**config.mk**
```make
export PLATFORM = sky130hd
export DESIGN_NAME = sparse_polynomial_multiply_unit
export DESIGN_NICKNAME = d
export VERILOG_FILES = /design/src/design/spm_pkg.sv /design/src/design/spm_ram.sv /design/src/design/sparse_polynomial_multiply_unit.sv
export SDC_FILE = /design/constraint.sdc
export NUM_CORES = 2
export LEC_CHECK = 0
export BUFFER_PORTS_ARGS = -buffer_cell sky130_fd_sc_hd__buf_2
export CELL_PAD_IN_SITES_DETAIL_PLACEMENT = 1
export CELL_PAD_IN_SITES_GLOBAL_PLACEMENT = 1
export CORE_UTILIZATION = 45
export CTS_CLUSTER_SIZE = 24
export DETAILED_ROUTE_END_ITERATION = 10
export HOLD_SLACK_MARGIN = 0.12
export PLACE_DENSITY_LB_ADDON = 0.1
export SLEW_MARGIN = 15
export SYNTH_ARGS = -nofsm -noshare
export SYNTH_HDL_FRONTEND = slang
export SYNTH_SLANG_ARGS = --single-unit
```
**constraint.sdc**
```tcl
create_clock -name clk -period 12.6 [get_ports clk]
set_input_delay 0 -clock clk [delete_from_list [all_inputs] [get_ports clk]]
set_output_delay 0 -clock clk [all_outputs]
set_load 0.005 [all_outputs]
```
**src/design/spm_pkg.sv**
```systemverilog
// Shared types, constants and helpers for the sparse polynomial multiplier.
// No dependencies; the multiplier and its checker import this package.
`default_nettype none

package spm_pkg;

  localparam int COEF_W  = 16;
  localparam int EXP_W   = 10;
  localparam int PCOEF_W = 32;
  localparam int PEXP_W  = 11;

  localparam logic [1:0] OP_LOAD_FIRST  = 2'd0;
  localparam logic [1:0] OP_LOAD_SECOND = 2'd1;
  localparam logic [1:0] OP_COMPUTE     = 2'd2;

  typedef enum logic [2:0] {
    ST_IDLE,
    ST_PAIR_RD,
    ST_PAIR_MUL,
    ST_SEARCH,
    ST_EMIT_RD,
    ST_EMIT_OUT,
    ST_EMPTY
  } state_t;

  typedef struct packed {
    logic signed [COEF_W-1:0] coef;
    logic [EXP_W-1:0]         exp;
  } term_t;

  typedef struct packed {
    logic [PEXP_W-1:0]         exp;
    logic signed [PCOEF_W-1:0] coef;
  } prod_entry_t;

  function automatic logic signed [PCOEF_W-1:0] sat_add32(
    input logic signed [PCOEF_W-1:0] a,
    input logic signed [PCOEF_W-1:0] b
  );
    logic [PCOEF_W:0] s;
    s = {a[PCOEF_W-1], a} + {b[PCOEF_W-1], b};
    if (s[PCOEF_W] != s[PCOEF_W-1]) begin
      return s[PCOEF_W] ? {1'b1, {(PCOEF_W-1){1'b0}}} : {1'b0, {(PCOEF_W-1){1'b1}}};
    end
    return s[PCOEF_W-1:0];
  endfunction

endpackage

`default_nettype wire

```
**src/design/spm_ram.sv**
```systemverilog
// Single-port-write, single-port-read synchronous memory with registered read data.
// Used for both term stores and the product table; depends on nothing else.
`default_nettype none

module spm_ram #(
  parameter int DEPTH = 8,
  parameter int AW    = 3,
  parameter int W     = 26
) (
  input  wire logic          clk,
  input  wire logic          wr_en,
  input  wire logic [AW-1:0] wr_addr,
  input  wire logic [W-1:0]  wr_data,
  input  wire logic          rd_en,
  input  wire logic [AW-1:0] rd_addr,
  output logic [W-1:0]       rd_data
);

  logic [W-1:0] mem [DEPTH];
  logic [W-1:0] rd_data_r;

  always_ff @(posedge clk) begin
    if (wr_en) begin
      mem[wr_addr] <= wr_data;
    end
    if (rd_en) begin
      rd_data_r <= mem[rd_addr];
    end
  end

  assign rd_data = rd_data_r;

endmodule

`default_nettype wire

```
**src/design/sparse_polynomial_multiply_unit.sv**
```systemverilog
// Load items fill two term stores; a compute item multiplies all term pairs into
// a product table and then emits it. A load or an unused op is taken every cycle
// and a compute item holds the input stalled until its last result is loaded into
// the output register. Each pair is read, multiplied and then searched for in the
// product table, which is walked linearly one entry at a time through its single
// read port; each result is then read from the table and loaded into the output
// register. An empty product emits a single item.
`default_nettype none

module sparse_polynomial_multiply_unit
  import spm_pkg::*;
#(
  parameter int MAX_TERMS         = 8,
  parameter int MAX_PRODUCT_TERMS = 64
) (
  input  wire logic                      clk,
  input  wire logic                      rst_n,
  input  wire logic                      in_valid,
  output logic                           in_stall,
  input  wire logic [1:0]                in_op,
  input  wire logic signed [COEF_W-1:0]  in_coef,
  input  wire logic [EXP_W-1:0]          in_exponent,
  output logic                           out_valid,
  input  wire logic                      out_stall,
  output logic signed [PCOEF_W-1:0]      out_prod_coef,
  output logic [PEXP_W-1:0]              out_prod_exponent,
  output logic                           out_valid_res,
  output logic                           out_last,
  output logic                           out_overflow
);

  localparam int TIW = (MAX_TERMS > 1) ? $clog2(MAX_TERMS) : 1;
  localparam int CW  = $clog2(MAX_TERMS + 1);
  localparam int PIW = (MAX_PRODUCT_TERMS > 1) ? $clog2(MAX_PRODUCT_TERMS) : 1;
  localparam int PCW = $clog2(MAX_PRODUCT_TERMS + 1);

  state_t state_r, state_nxt;

  logic [CW-1:0]  fcount_r, fcount_nxt, scount_r, scount_nxt;
  logic [PCW-1:0] pcount_r, pcount_nxt;
  logic           drop_r, drop_nxt;
  logic [TIW-1:0] i_r, i_nxt, j_r, j_nxt;
  logic [PIW-1:0] k_r, k_nxt;
  logic signed [PCOEF_W-1:0] prod_r, prod_nxt;
  logic [PEXP_W-1:0]         esum_r, esum_nxt;

  logic                      out_valid_r;
  logic signed [PCOEF_W-1:0] out_coef_r;
  logic [PEXP_W-1:0]         out_exp_r;
  logic                      out_vres_r, out_last_r, out_ovf_r;

  logic        in_fire, out_free, out_load, f_full, s_full, p_full;
  logic        j_end, i_end, pair_last, k_end, hit, search_done;
  logic        fa_we, sa_we, t_re, p_we, p_re;
  logic [PIW-1:0] p_waddr, p_raddr;
  term_t       t_wdata, f_rd, s_rd;
  prod_entry_t p_wdata, p_rd;

  spm_ram #(.DEPTH(MAX_TERMS), .AW(TIW), .W($bits(term_t))) u_first (
    .clk(clk), .wr_en(fa_we), .wr_addr(fcount_r[TIW-1:0]), .wr_data(t_wdata),
    .rd_en(t_re), .rd_addr(i_r), .rd_data(f_rd)
  );

  spm_ram #(.DEPTH(MAX_TERMS), .AW(TIW), .W($bits(term_t))) u_second (
    .clk(clk), .wr_en(sa_we), .wr_addr(scount_r[TIW-1:0]), .wr_data(t_wdata),
    .rd_en(t_re), .rd_addr(j_r), .rd_data(s_rd)
  );

  spm_ram #(.DEPTH(MAX_PRODUCT_TERMS), .AW(PIW), .W($bits(prod_entry_t))) u_prod (
    .clk(clk), .wr_en(p_we), .wr_addr(p_waddr), .wr_data(p_wdata),
    .rd_en(p_re), .rd_addr(p_raddr), .rd_data(p_rd)
  );

  assign t_wdata     = {in_coef, in_exponent};
  assign in_fire     = in_valid && !in_stall;
  assign out_free    = !out_valid_r || !out_stall;
  assign f_full      = (fcount_r == CW'(MAX_TERMS));
  assign s_full      = (scount_r == CW'(MAX_TERMS));
  assign p_full      = (pcount_r == PCW'(MAX_PRODUCT_TERMS));
  assign j_end       = (CW'(j_r) + CW'(1) == scount_r);
  assign i_end       = (CW'(i_r) + CW'(1) == fcount_r);
  assign pair_last   = i_end && j_end;
  assign k_end       = (PCW'(k_r) + PCW'(1) == pcount_r);
  assign hit         = (pcount_r != '0) && (p_rd.exp == esum_r);
  assign search_done = hit || k_end || (pcount_r == '0);

  always_comb begin
    state_nxt = state_r;
    case (state_r)
      ST_IDLE: begin
        if (in_fire && in_op == OP_COMPUTE) begin
          state_nxt = (fcount_r == '0 || scount_r == '0) ? ST_EMPTY : ST_PAIR_RD;
        end
      end
      ST_PAIR_RD:  state_nxt = ST_PAIR_MUL;
      ST_PAIR_MUL: state_nxt = ST_SEARCH;
      ST_SEARCH: begin
        if (search_done) begin
          state_nxt = pair_last ? ST_EMIT_RD : ST_PAIR_RD;
        end
      end
      ST_EMIT_RD:  state_nxt = ST_EMIT_OUT;
      ST_EMIT_OUT: begin
        if (out_free) begin
          state_nxt = k_end ? ST_IDLE : ST_EMIT_RD;
        end
      end
      ST_EMPTY: begin
        if (out_free) begin
          state_nxt = ST_IDLE;
        end
      end
      default: state_nxt = ST_IDLE;
    endcase
  end

  always_comb begin
    in_stall = 1'b1;
    fa_we    = 1'b0;
    sa_we    = 1'b0;
    t_re     = 1'b0;
    p_we     = 1'b0;
    p_waddr  = k_r;
    p_wdata  = {p_rd.exp, sat_add32(p_rd.coef, prod_r)};
    p_re     = 1'b0;
    p_raddr  = k_r;
    out_load = 1'b0;
    case (state_r)
      ST_IDLE: begin
        in_stall = 1'b0;
        fa_we    = in_fire && in_op == OP_LOAD_FIRST && !f_full;
        sa_we    = in_fire && in_op == OP_LOAD_SECOND && !s_full;
      end
      ST_PAIR_RD: t_re = 1'b1;
      ST_PAIR_MUL: begin
        p_re    = 1'b1;
        p_raddr = '0;
      end
      ST_SEARCH: begin
        if (hit) begin
          p_we = 1'b1;
        end else if (search_done) begin
          p_we    = !p_full;
          p_waddr = pcount_r[PIW-1:0];
          p_wdata = {esum_r, prod_r};
        end else begin
          p_re    = 1'b1;
          p_raddr = k_r + PIW'(1);
        end
      end
      ST_EMIT_RD:  p_re = 1'b1;
      ST_EMIT_OUT: out_load = out_free;
      ST_EMPTY:    out_load = out_free;
      default: ;
    endcase
  end

  always_comb begin
    fcount_nxt = fcount_r;
    scount_nxt = scount_r;
    pcount_nxt = pcount_r;
    drop_nxt   = drop_r;
    i_nxt      = i_r;
    j_nxt      = j_r;
    k_nxt      = k_r;
    prod_nxt   = prod_r;
    esum_nxt   = esum_r;
    case (state_r)
      ST_IDLE: begin
        if (in_fire) begin
          case (in_op)
            OP_LOAD_FIRST: begin
              if (f_full) drop_nxt = 1'b1;
              else fcount_nxt = fcount_r + CW'(1);
            end
            OP_LOAD_SECOND: begin
              if (s_full) drop_nxt = 1'b1;
              else scount_nxt = scount_r + CW'(1);
            end
            OP_COMPUTE: begin
              i_nxt = '0;
              j_nxt = '0;
              k_nxt = '0;
            end
            default: ;
          endcase
        end
      end
      ST_PAIR_MUL: begin
        prod_nxt = PCOEF_W'(f_rd.coef) * PCOEF_W'(s_rd.coef);
        esum_nxt = PEXP_W'(f_rd.exp) + PEXP_W'(s_rd.exp);
        k_nxt    = '0;
      end
      ST_SEARCH: begin
        if (!search_done) begin
          k_nxt = k_r + PIW'(1);
        end else begin
          if (!hit && !p_full) pcount_nxt = pcount_r + PCW'(1);
          k_nxt = '0;
          if (j_end) begin
            j_nxt = '0;
            i_nxt = i_r + TIW'(1);
          end else begin
            j_nxt = j_r + TIW'(1);
          end
        end
      end
      ST_EMIT_OUT: begin
        if (out_free) begin
          if (k_end) begin
            fcount_nxt = '0;
            scount_nxt = '0;
            pcount_nxt = '0;
            drop_nxt   = 1'b0;
            k_nxt      = '0;
          end else begin
            k_nxt = k_r + PIW'(1);
          end
        end
      end
      ST_EMPTY: begin
        if (out_free) begin
          fcount_nxt = '0;
          scount_nxt = '0;
          pcount_nxt = '0;
          drop_nxt   = 1'b0;
        end
      end
      default: ;
    endcase
  end

  always_ff @(posedge clk) begin
    if (!rst_n) begin
      state_r     <= ST_IDLE;
      fcount_r    <= '0;
      scount_r    <= '0;
      pcount_r    <= '0;
      drop_r      <= 1'b0;
      i_r         <= '0;
      j_r         <= '0;
      k_r         <= '0;
      out_valid_r <= 1'b0;
    end else begin
      state_r     <= state_nxt;
      fcount_r    <= fcount_nxt;
      scount_r    <= scount_nxt;
      pcount_r    <= pcount_nxt;
      drop_r      <= drop_nxt;
      i_r         <= i_nxt;
      j_r         <= j_nxt;
      k_r         <= k_nxt;
      out_valid_r <= out_load || (out_valid_r && out_stall);
    end
  end

  always_ff @(posedge clk) begin
    prod_r <= prod_nxt;
    esum_r <= esum_nxt;
    if (out_load) begin
      out_ovf_r  <= drop_r;
      out_last_r <= (state_r == ST_EMPTY) || k_end;
      if (state_r == ST_EMPTY) begin
        out_coef_r <= '0;
        out_exp_r  <= '0;
        out_vres_r <= 1'b0;
      end else begin
        out_coef_r <= p_rd.coef;
        out_exp_r  <= p_rd.exp;
        out_vres_r <= 1'b1;
      end
    end
  end

  assign out_valid         = out_valid_r;
  assign out_prod_coef     = out_coef_r;
  assign out_prod_exponent = out_exp_r;
  assign out_valid_res     = out_vres_r;
  assign out_last          = out_last_r;
  assign out_overflow      = out_ovf_r;

endmodule

`default_nettype wire

```
# After elaboration in Yosys (flattened, before gate mapping)
# Memory sizes are Yosys's and may differ from the RTL's. A register that Yosys moved wholly into a read port is not among the register bits.
# Index checks and enable logic that the tools add are counted.
# word_totals
elab_cells	183
ff_bits	121
output_inout_bits	48
n_memories	3
ramBits	3168
# mem_list
memory	depth	width	rd	rd_ports_with_merged_regs	wr	line_no	text
u_prod.mem	64	43	1	1	1	spm_ram.sv:19	logic [W-1:0] mem [DEPTH];
u_first.mem	8	26	1	1	1	spm_ram.sv:19	
u_second.mem	8	26	1	1	1	spm_ram.sv:19	
# classes
add_sub_neg	11
eq_ne	32
n_mux	78
n_reduce_logical	42
multipliers	1
# ops
operator	n
two-way mux 43 bit	3
two-way mux 32 bit	3
two-way mux 6 bit	10
two-way mux 3 bit	13
two-way mux 4 bit	9
two-way mux 7 bit	5
adder 32 x 32 -> 33 bit	1
multiplier 16 x 16 -> 32 bit	1
two-way mux 1 bit	24
one-hot mux 4 bit (3 select lines)	2
one-hot mux 6 bit (4 select lines)	1
one-hot mux 3 bit (7 select lines)	1
one-hot mux 7 bit (3 select lines)	1
inequality test 2 bit, second input constant	9
AND reduction 7 bit	2
one-hot mux 3 bit (2 select lines)	2
one-hot mux 6 bit (2 select lines)	1
AND reduction 4 bit	3
adder 10 x 10 -> 11 bit	1
== test 11 bit	1
logical AND 1 bit	10
== test 3 bit, second input constant	3
adder 3 x 1 -> 4 bit, second input constant	2
adder 4 x 1 -> 4 bit, second input constant	2
32 further kinds	54

# Depth between registers and ports, before layout
# depth
word_depth	9
mapped_depth	25
ltp_nobuf	24

# Cells and area by module
# Synthesis repeated with hierarchy kept, for this count alone.
# hier_totals
hier_cells	7054
area_unflattened_um2	141315.5
# modules_own_cells
mod	n_inst	seq_area_each_um2	cells_per_inst	area_each_um2
spm_ram (u_prod)	1	83930.5	4444	105812.7
sparse_polynomial_multiply_unit	1	3313.2	1930	17855.9
spm_ram (u_first ...)	2	7026.7	340	8823.5

# Worst setup path before layout
# Ideal clock, no wire load.
# synth_timing
kind	reg2reg
from	register u_first.rd_data_r[21] (netlist: u_first.rd_data[21]), read port of u_first.mem
to	register prod_r[25], data pin
synth_period_minus_slack_ps	6623
n_path_buf	1
setup_slack_ps	5977
arrival_ps	6365
path_stages_with_launch	23
required_ps	12342
path_cell_list	edfxtp_1 -> clkbuf_1 -> nand2_1 -> fa_1 -> fa_1 -> fa_1 -> inv_1 -> fa_1 -> fa_1 -> inv_1 -> fa_1 -> inv_1 -> ha_1 -> a21o_1 -> a21o_1 -> a2111oi_0 -> o21ai_0 -> o31ai_1 -> nand2b_1 -> a31o_2 -> a21o_1 -> a21oi_1 -> xnor2_1
# synth_via
elab_chain_len	1
# synth_rtl
element	line_no	text
start: declaration	spm_ram.sv:20	logic [W-1:0] rd_data_r;
multiplier 16 x 16 -> 32 bit	sparse_polynomial_multiply_unit.sv:190	prod_nxt = PCOEF_W'(f_rd.coef) * PCOEF_W'(s_rd.coef);
end signal: assignment	sparse_polynomial_multiply_unit.sv:258	prod_r <= prod_nxt;
end: declaration	sparse_polynomial_multiply_unit.sv:44	logic signed [PCOEF_W-1:0] prod_r, prod_nxt;
# No other way between the ends.
# A chain may end at the register's enable or synchronous reset.

# Worst setup path in the final report
# layout_timing
from	register u_second.rd_data_r[11] (netlist: u_second.rd_data[11]), read port of u_second.mem
to	register prod_r[30], data pin
# layout_via
elab_chain_len	1
# layout_rtl
element	line_no
start: declaration	spm_ram.sv:20
multiplier 16 x 16 -> 32 bit	sparse_polynomial_multiply_unit.sv:190
# No other way between the ends.

==> metrics.txt <==
outcome=finished, final reports clean; EDFF count, synth=3,352; CTS hold repair buffers=67; clock buffer depth=4; CP max-delay cell=edfxtp_1; syn avg cell area=14.16 sq um; share of cells above drive strength 1=0.1114; Main synth FF type=edfxtp_1; Worst setup SP type=register; H-tree depth=5; first-pass detailed-route iteration total=6; Synth Instances=approximately 10,000; CP bufs+invs=3; R2R Path Start=u_second.rd_data[11]; Synth warnings=0; clock share of power=0.188; Comb pwr share=0.421; Pleak=~55 nW; CTS tree=yes; postcts setup bufs=0; Layout Nets=between 10,000 and 15,000; hold depth=4; PwrDens=348.7 mW/mm^2; Crit path max-delay family=adder cells; routed length per instance=32.60 um; VDD IR max=between 0.8 and 0.9 mV; final WL=about 480,000 um; worst-case reg-to-reg path depth=21; mapped cell area=0.1435 sq mm; global router's overall resource usage=0.2967; Core Rows=207; slew margin rel.=0.1556; CP required=13,290 ps; Max Cap Viol=0; met3 WL=around 34,000 um; crit path DAT=8280 ps; Min-Delay Path Class=in -> reg; Most common cell on crit path=fa_1; worst slew pin tran=between 1000 and 1500 ps; DR vias/cell=6.088; Die W=~570 um; global route overflow=0; crit-path cells=nand2_1 > fa_1 > fa_1 > fa_1 > inv_1 > fa_1 > fa_1 > inv_1 > fa_1 > inv_1 > ha_1 > a21o_1 > a21o_1 > a2111oi_0 > nand2_1 > a211oi_1 > o41ai_1 > nand2_1 > a21oi_1 > o31a_1 > a211o_1; Post-DRT Antenna Nets=0; CTS Buf Count=367; Synth top cells by count=3,352 x edfxtp_1, 2,178 x nand2_1, 642 x nand3_1; peak fanout along the critical path=16; die area=0.3213 sq mm; Die Y=566.8 um; IO Port Bufs=just under 80; RSZ-0062 raised after global routing=no; clk_lat worst skew=960 ps; Synth area leader=edfxtp_1; most frequent cell after synthesis=edfxtp_1; post_cts resized=0; Placed Instance Area=0.1497 sq mm; Overall Power=56.52 mW; clk_skew=65.85 ps; largest net degree at the start of global routing=163; Cell variety after synth=89; synthesis-to-layout area growth=12.92%; Core ar.=between 0.3 and 0.4 sq mm; final setup margin=5010 ps; antenna violations before repair=51; Slew Viols, Final=0; Top Layer Used=met5; Synth async-reset ratio=0; Pint=34.45 mW; minimum clock period=7590 ps; sum of negative setup slack=0 ps; io pins=80; via count=90,310; Hold Crit Start=rst_n; Switch Pwr=22.06 mW; #FFs+latches synth=3,384; vias in the first global route=93,280; Seq pwr share=0.392; register-to-register setup slack=roughly 5000 ps; routed length on met2=230,800 um; Root Driver=clkbuf_16; initial drt markers=9,725; Setup WS pre-CTS=5019 ps; Final period util=0.6024; post-route DRC violation count=0; clock slew at reported path FFs=about 60 ps; WL met1=201,600 um; syn nets=approximately 11,000; Worst Hold End=scount_r[0]; Seq/Total Area, Yosys=0.7057; final instance area=0.1621 sq mm; Sw Share=0.3904; Setup violations, final=0; Final Core Density=0.5105; worst setup path class=reg -> reg; CP Capture Type=register; Final Hold Viols=0; top post-synthesis cells by area=edfxtp_1 70%, nand2_1 5.7%, fa_1 3.7%; Num Clock Sinks=3,384; routability cong.=0.8465; share of the synthesized area in the top cell type=0.7012; Max Freq=~0.13 GHz; Post-DP HPWL=283,100 um; Initial Util=0.4521; R2R Path End=prod_r[30]; first-pass GRT wire length=683,400 um; CP max stage delay=~800 ps
==> cells by family (layout without fill, tap and decap cells) <==
| group | count (synthesis) | after routing | share of synthesized area |
|---|---|---|---|
| buf+inv | 900 | 1393 | 0.02625 |
| xor+xnor | 101 | 101 | 0.006163 |
| simple gates | 3642 | 3642 | 0.1121 |
| mux | 481 | 481 | 0.04307 |
| flops | 3384 | 3384 | 0.7057 |
| other cells | 0 | 25 | 0 |
| compound gates | 1228 | 1228 | 0.05804 |
| fa+ha+maj | 400 | 400 | 0.04867 |
==> cell usage in the layout (no fill, tap or decap), types with 49 or more instances in the layout <==
cell	Yosys	layout
ha_1	136	136
clkinv_1	0	80
o22ai_1	117	117
a31oi_1	98	95
dlygate4sd3_1	0	67
nor4_1	49	49
nand4_1	78	78
o21ai_0	108	105
nand2_1	2178	2163
edfxtp_1	3352	3352
clkbuf_1	275	91
nor2_1	173	86
xnor2_1	64	64
a32oi_1	71	71
nand3_1	642	639
a221oi_1	51	51
a311oi_1	125	125
fa_1	264	264
a21oi_1	379	377
inv_1	315	314
buf_4	34	259
clkinv_2	0	52
buf_2	188	79
mux2i_1	324	324
and2_1	185	184
nor2_4	2	87
clkbuf_16	0	372
mux2_2	53	53
nor3_1	82	75
mux4_2	104	104
and3_1	144	144
==> sequential cells by signal (all words and copies together) (netlist names), 26 cells and up <==
name and count:
out_prod_coef 32, prod_r 32, u_first.mem 208, u_first.rd_data 26, u_prod.mem 2752, u_prod.rd_data 43, u_second.mem 208, u_second.rd_data 26
==> cell type report <==
cell class                 instances  area [sq um]
fill                           30720        155400
multi-input combinational       5852         39460
timing repair buffer             414          3191
antenna                           25         62.56
sequential                      3384        101300
clock buffer                     465          9678
inverter                         315          1182
clock inverter                   199          1983
tap                             4180          5230
==> worst reg2reg max path, delay by kind of cell, from the launching register on <==
family	cells	cell delay [ps]
adder cells (fa/ha/maj)	7	3420
AO/OA/AOI/OAI	8	2500
flip-flops	1	800
AND/OR/NAND/NOR	3	470
buffers and inverters	3	160
==> worst max path at each step <==
stage                               startpoint          to  slack (ps)  cells past startpoint
after floorplan            u_first.rd_data[21]  prod_r[25]        5980                     22
after global placement    u_second.rd_data[12]  prod_r[31]        4930                     21
after detailed placement  u_second.rd_data[11]  prod_r[30]        5020                     21
after CTS                 u_second.rd_data[11]  prod_r[30]        4990                     21
after global routing      u_second.rd_data[12]  prod_r[31]        4470                     21
final                     u_second.rd_data[11]  prod_r[30]        5010                     21
==> power groups by stage <==
stage | combinational [mW] | sequential, mW | clock, mW
2_1_floorplan | 14.3 | 22.3 | 0
3_3_place_gp | 23.1 | 22.3 | 0
4_1_cts | 24.0 | 22.1 | 10.8
3_5_place_dp | 23.9 | 22.3 | 0
5_1_grt | 26.1 | 22.1 | 11.1
6_report | 23.8 | 22.1 | 10.6
==> metrics by stage <==
step	hold slack, ps	cells
after floorplan	98.87	10140
after global placement	364.1	14080
after detailed placement	386.8	14080
after CTS	147.7	14810
after global routing	254.4	14830
final	219.6	14830
==> layer usage <==
metal,vias up,GRT usage
met5,-,0
met4,14,0.1013
met3,747,0.04081
met2,3372,0.4851
met1,48100,0.4090
li1,38080,-
Power figures use the tool's default switching activity.
